===== config.mk =====
export PLATFORM = sky130hd
export DESIGN_NAME = dfa_ram
export DESIGN_NICKNAME = d
export VERILOG_FILES = /design/src/rtl/dfa_ram.sv
export SDC_FILE = /design/constraint.sdc
export NUM_CORES = 2
export LEC_CHECK = 0
export BUFFER_PORTS_ARGS = -buffer_cell sky130_fd_sc_hd__buf_4
export CAP_MARGIN = 25
export CORE_MARGIN = 2
export CORE_UTILIZATION = 55
export DETAILED_ROUTE_END_ITERATION = 16
export GPL_ROUTABILITY_DRIVEN = 1
export PLACE_DENSITY_LB_ADDON = 0.2
export SLEW_MARGIN = 20
export SYNTH_ARGS = -nofsm -noshare
export SYNTH_HDL_FRONTEND = slang
export SYNTH_SLANG_ARGS = --single-unit

===== constraint.sdc =====
create_clock -name clk -period 7.2 [get_ports clk]
set_clock_uncertainty 0.15 [all_clocks]
set_input_delay 0.36 -clock clk [delete_from_list [all_inputs] [get_ports clk]]
set_output_delay 0.36 -clock clk [all_outputs]
set_load 0.01 [all_outputs]

===== src/rtl/dfa_ram.sv =====
module dfa_ram #(
	parameter int WIDTH = 8,
	parameter int DEPTH = 256,
	localparam int AW = $clog2(DEPTH)
) (
	input  logic             clk,
	input  logic             we,
	input  logic [AW-1:0]    waddr,
	input  logic [WIDTH-1:0] wdata,
	input  logic [AW-1:0]    raddr_a,
	output logic [WIDTH-1:0] rdata_a,
	input  logic [AW-1:0]    raddr_b,
	output logic [WIDTH-1:0] rdata_b
);

	logic [WIDTH-1:0] mem [DEPTH];

	// Write one entry, read two; a read at the write address returns the old data
	always_ff @(posedge clk) begin
		if (we) begin
			mem[waddr] <= wdata;
		end
		rdata_a <= mem[raddr_a];
		rdata_b <= mem[raddr_b];
	end

endmodule


# ---- Word level (Yosys, flattened, before mapping)
# Memory sizes are Yosys's and may differ from the RTL's. A register that Yosys moved wholly into a read port is not among the register bits.
# Index checks and enable logic that the tools add are counted.
dict set report op_classes {
  muxes 2
}
# cell count
set ops {}
lappend ops {{$mux 1} 2}
dict set report word_totals {
  mem_bits_rw 2048
  out_inout_bits 16
  mem_count 1
  ff_bits 0
  in_bits 34
  wordCells 3
}
# memory depth width rd rd_ports_with_merged_regs wr line_no
set memory_table {}
lappend memory_table {mem 256 8 2 2 1 16} ;# logic [WIDTH-1:0] mem [DEPTH];

# ---- Longest topological paths before layout
dict set report logic_depth {
  word_depth 2
  mapped_depth 12
}

# ---- Worst setup path before layout
# Ideal clock, no wire load.
dict set report synth_path {
  path_type {input-to-reg}
  from {in raddr_b[0]}
  to {reg rdata_b[0] (read register of mem)}
  required_time_ns 6.910
  setup_ns 0.140
  path_stages 9
  arrival_time_ns 2.261
  setup_slack_ns 4.649
  path_cell_list {buf_4 > buf_6 > buf_2 > mux4_2 > mux4_2 > nand2_1 > a21oi_1 > a21oi_1 > a221oi_2}
}
# element line_no
set synth_lines {}
lappend synth_lines {{start, declared} 12} ;# input logic [AW-1:0] raddr_b,
lappend synth_lines {{end, declared} 13} ;# output logic [WIDTH-1:0] rdata_b

==> out/results.tsv <==
stage	metric	value	unit
floorplanning	start_util	55.2	%
sta	fin_tns_setup	0	ps
finish	nets	4972	
critical_path	slowest_stage	o32ai_1	
sta	worstMarginPinSlew	1180	ps
sta	finalCritPeriodShare	50.2	%
sta	fin_crit	3620	ps
placement	place.gp.congestion	0.934	
clock_network	cts_hold_buf	6	
logic_synthesis	syn_nets	4881	
power_and_ir_drop	leakagePower	0.0333	uW
placement	placed_area	99600	sq um
critical_path	cp-end-kind	register	
clock_network	cts_buffer_depth	3	
critical_path	critPathBufInv	2	
logic_synthesis	synthCells	4847	
logic_synthesis	yosys_warnings	0	
sta	hold_slack	119	ps
logic_synthesis	ys_top_cells_by_area	edfxtp_1 63%, mux4_2 24%, mux2i_1 2.4%, nor2_1 1.2%, o221ai_1 0.59%	
logic_synthesis	synthArstFlopShare	0	%
global_routing	grt_start_max_net_pins	186	
placement	dp_cells	7021	
critical_path	path_class	in -> reg	
floorplanning	die_area	180000	sq um
clock_network	clkTransAtPathRegs	60	ps
power_and_ir_drop	peakVddDrop	0.000218	V
floorplanning	ios	50	
drt	dr.pass1.iters	6	
job	cap_violations	0	
critical_path	crit_required	7700	ps
finish	stdcell_area	107000	sq um
global_routing	grt_usage	33.1	%
sta	setup_violations	0	
clock_network	cts_tree	built	
logic_synthesis	synth_largest_area_cell	edfxtp_1	
global_routing	grt_pass1_wl	415000	um
logic_synthesis	ys_seq_area_share	63.7	%
floorplanning	rows	154	
status	status	finished clean	
sta	relSlewSlack	20.3	%
global_routing	grt_pass1_vias	54500	
logic_synthesis	synth_top_area_share	63.4	%
critical_path	rr_startpoint	mem[45][6]	
critical_path	startpoint_type	input port	
critical_path	crit_arrival	4110	ps
clock_network	cts_resized	0	
drt	vias	55300	
placement	io_buffers	49	
floorplanning	die_h	424	um
logic_synthesis	avgSynthCellArea	20.0	sq um
critical_path	critical-path-top-delay-family	compound AO/OA/AOI/OAI gates	
clock_network	cts_setup_buffers	0	
logic_synthesis	syn_area	97000	sq um
logic_synthesis	synth.most_common_cell	edfxtp_1	
drt	wl_per_cell	39.7	um
global_routing	grt_antenna_before_repair	16	
finish	area_growth	10.2	%
clock_network	htree_num_levels	4	
logic_synthesis	synth-edff-count	2048	
floorplanning	fp.dieW	424	um
placement	hpwl	190000	um
finish	drive_above_1_share	33.2	%
drt	drc	0	
drt	wl	296000	um
power_and_ir_drop	cellPowerDensity	249	nW/um^2
finish	fin_util	60.8	%
min_path	min_path_type	in -> reg	
clock_network	clock_latency	860	ps
logic_synthesis	synth-seq-cells	2064	
logic_synthesis	netlist-cell-type-count	65	
drt	drt_iter0_drc	9435	
sta	rsz0062_at_grt	false	
drt	viasPerCell	7.42	
clock_network	root_buffer	clkbuf_16	
critical_path	critical-path-max-stage-delay	860	ps
logic_synthesis	synthFlopType	edfxtp_1	
critical_path	cp_max_fo	76	
drt	antenna_left	0	
floorplanning	fp.coreArea	176000	sq um
finish	instances_no_fill	7456	
critical_path	path_cells	buf_8 > buf_12 > mux4_2 > a22o_1 > a221oi_1 > o22ai_1 > o32ai_1 > nor3_1	
global_routing	gr-total-overflow	0	
min_path	min_from	wdata[5]	
critical_path	cp-startpoint	raddr_a[0]	
logic_synthesis	synthTopCellsByCount	2,048 x edfxtp_1, 1,051 x mux4_2, 298 x nor2_1	
sta	fmax	277	MHz
sta	final_hold_viol_count	0	
clock_network	clock-sinks	2064	
finish	fillers	12300	
sta	slew_violations	0	
clock_network	numCtsBuffers	211	
==> path summary, 6_finish.rpt <==
path	endpoint	slack, ps	cells past startpoint
hold reg to reg	rdata_b[7]	840	4
setup / recovery	rdata_a[5]	3580	8
hold / removal	mem[21][5]	120	1
setup reg to reg	rdata_b[6]	4070	6
==> final cells by class <==
class	instances	area, sq um	share of cell area (%)
Antenna cell	8	20.0	0.0187
Inverter	6	26.3	0.0246
Tap cell	2340	2930	2.74
Timing Repair Buffer	273	2610	2.44
Clock inverter	109	1170	1.10
Clock buffer	274	5700	5.33
Sequential cell	2064	61800	57.9
Multi-Input combinational cell	2382	32600	30.5
==> per-layer routing <==
| metal | share of wire (%) | vias up | track usage [%] | wire length (um) |
|---|---|---|---|---|
| li1 | - | 21200 | - | - |
| met1 | 36 | 29300 | 46.7 | 108000 |
| met2 | 45 | 4027 | 48.8 | 134000 |
| met3 | 13 | 676 | 9.23 | 38700 |
| met4 | 5.0 | 20 | 14.6 | 14800 |
| met5 | 0.044 | - | 0 | 129 |
==> placed cells by master, fill, tap and decap left out, types with 11 or more instances in the layout <==
cell type / n
edfxtp_1: 2048
mux4_2: 1051
nor2_1: 287
mux2i_1: 236
clkbuf_16: 212
buf_4: 188
nand2_1: 114
a21oi_1: 79
o221ai_1: 65
a22oi_1: 62
nand3_1: 49
o22ai_1: 48
clkbuf_1: 46
mux2_2: 38
buf_6: 38
clkinv_1: 37
o21ai_0: 34
clkinv_2: 34
a221oi_1: 31
a211oi_1: 26
nor2b_1: 26
clkbuf_8: 25
buf_12: 23
a22o_1: 22
bufinv_16: 22
nor3_1: 20
dfxtp_1: 16
nand4_1: 13
o211ai_1: 13
and2_1: 12
nor2_2: 12
o31ai_1: 11
==> registers in the layout (all words and copies together), names as in the netlist <==
name and count:
mem 2048, rdata_a 8, rdata_b 8
==> through the flow <==
step                worst slack (ps)  total power (uW)
finish                          3580             26600
global route                    3520             27100
CTS                             3580             26500
detailed placement              2670             15700
global placement                2480             15700
floorplan                       4650             14800
==> cells by family after synthesis <==
group | after synthesis | share of synthesized area [%]
AO/OA/AOI/OAI | 466 | 3.54
buffers and inverters | 401 | 2.73
AND/OR/NAND/NOR | 591 | 2.70
multiplexers | 1325 | 27.3
flip-flops | 2064 | 63.7
==> power breakdown <==
group | switching (uW) | total (uW) | internal [uW]
sequential | 55.8 | 13300 | 13300
combinational | 1380 | 2220 | 844
clock | 4690 | 11000 | 6340
Power figures use the tool's default switching activity.
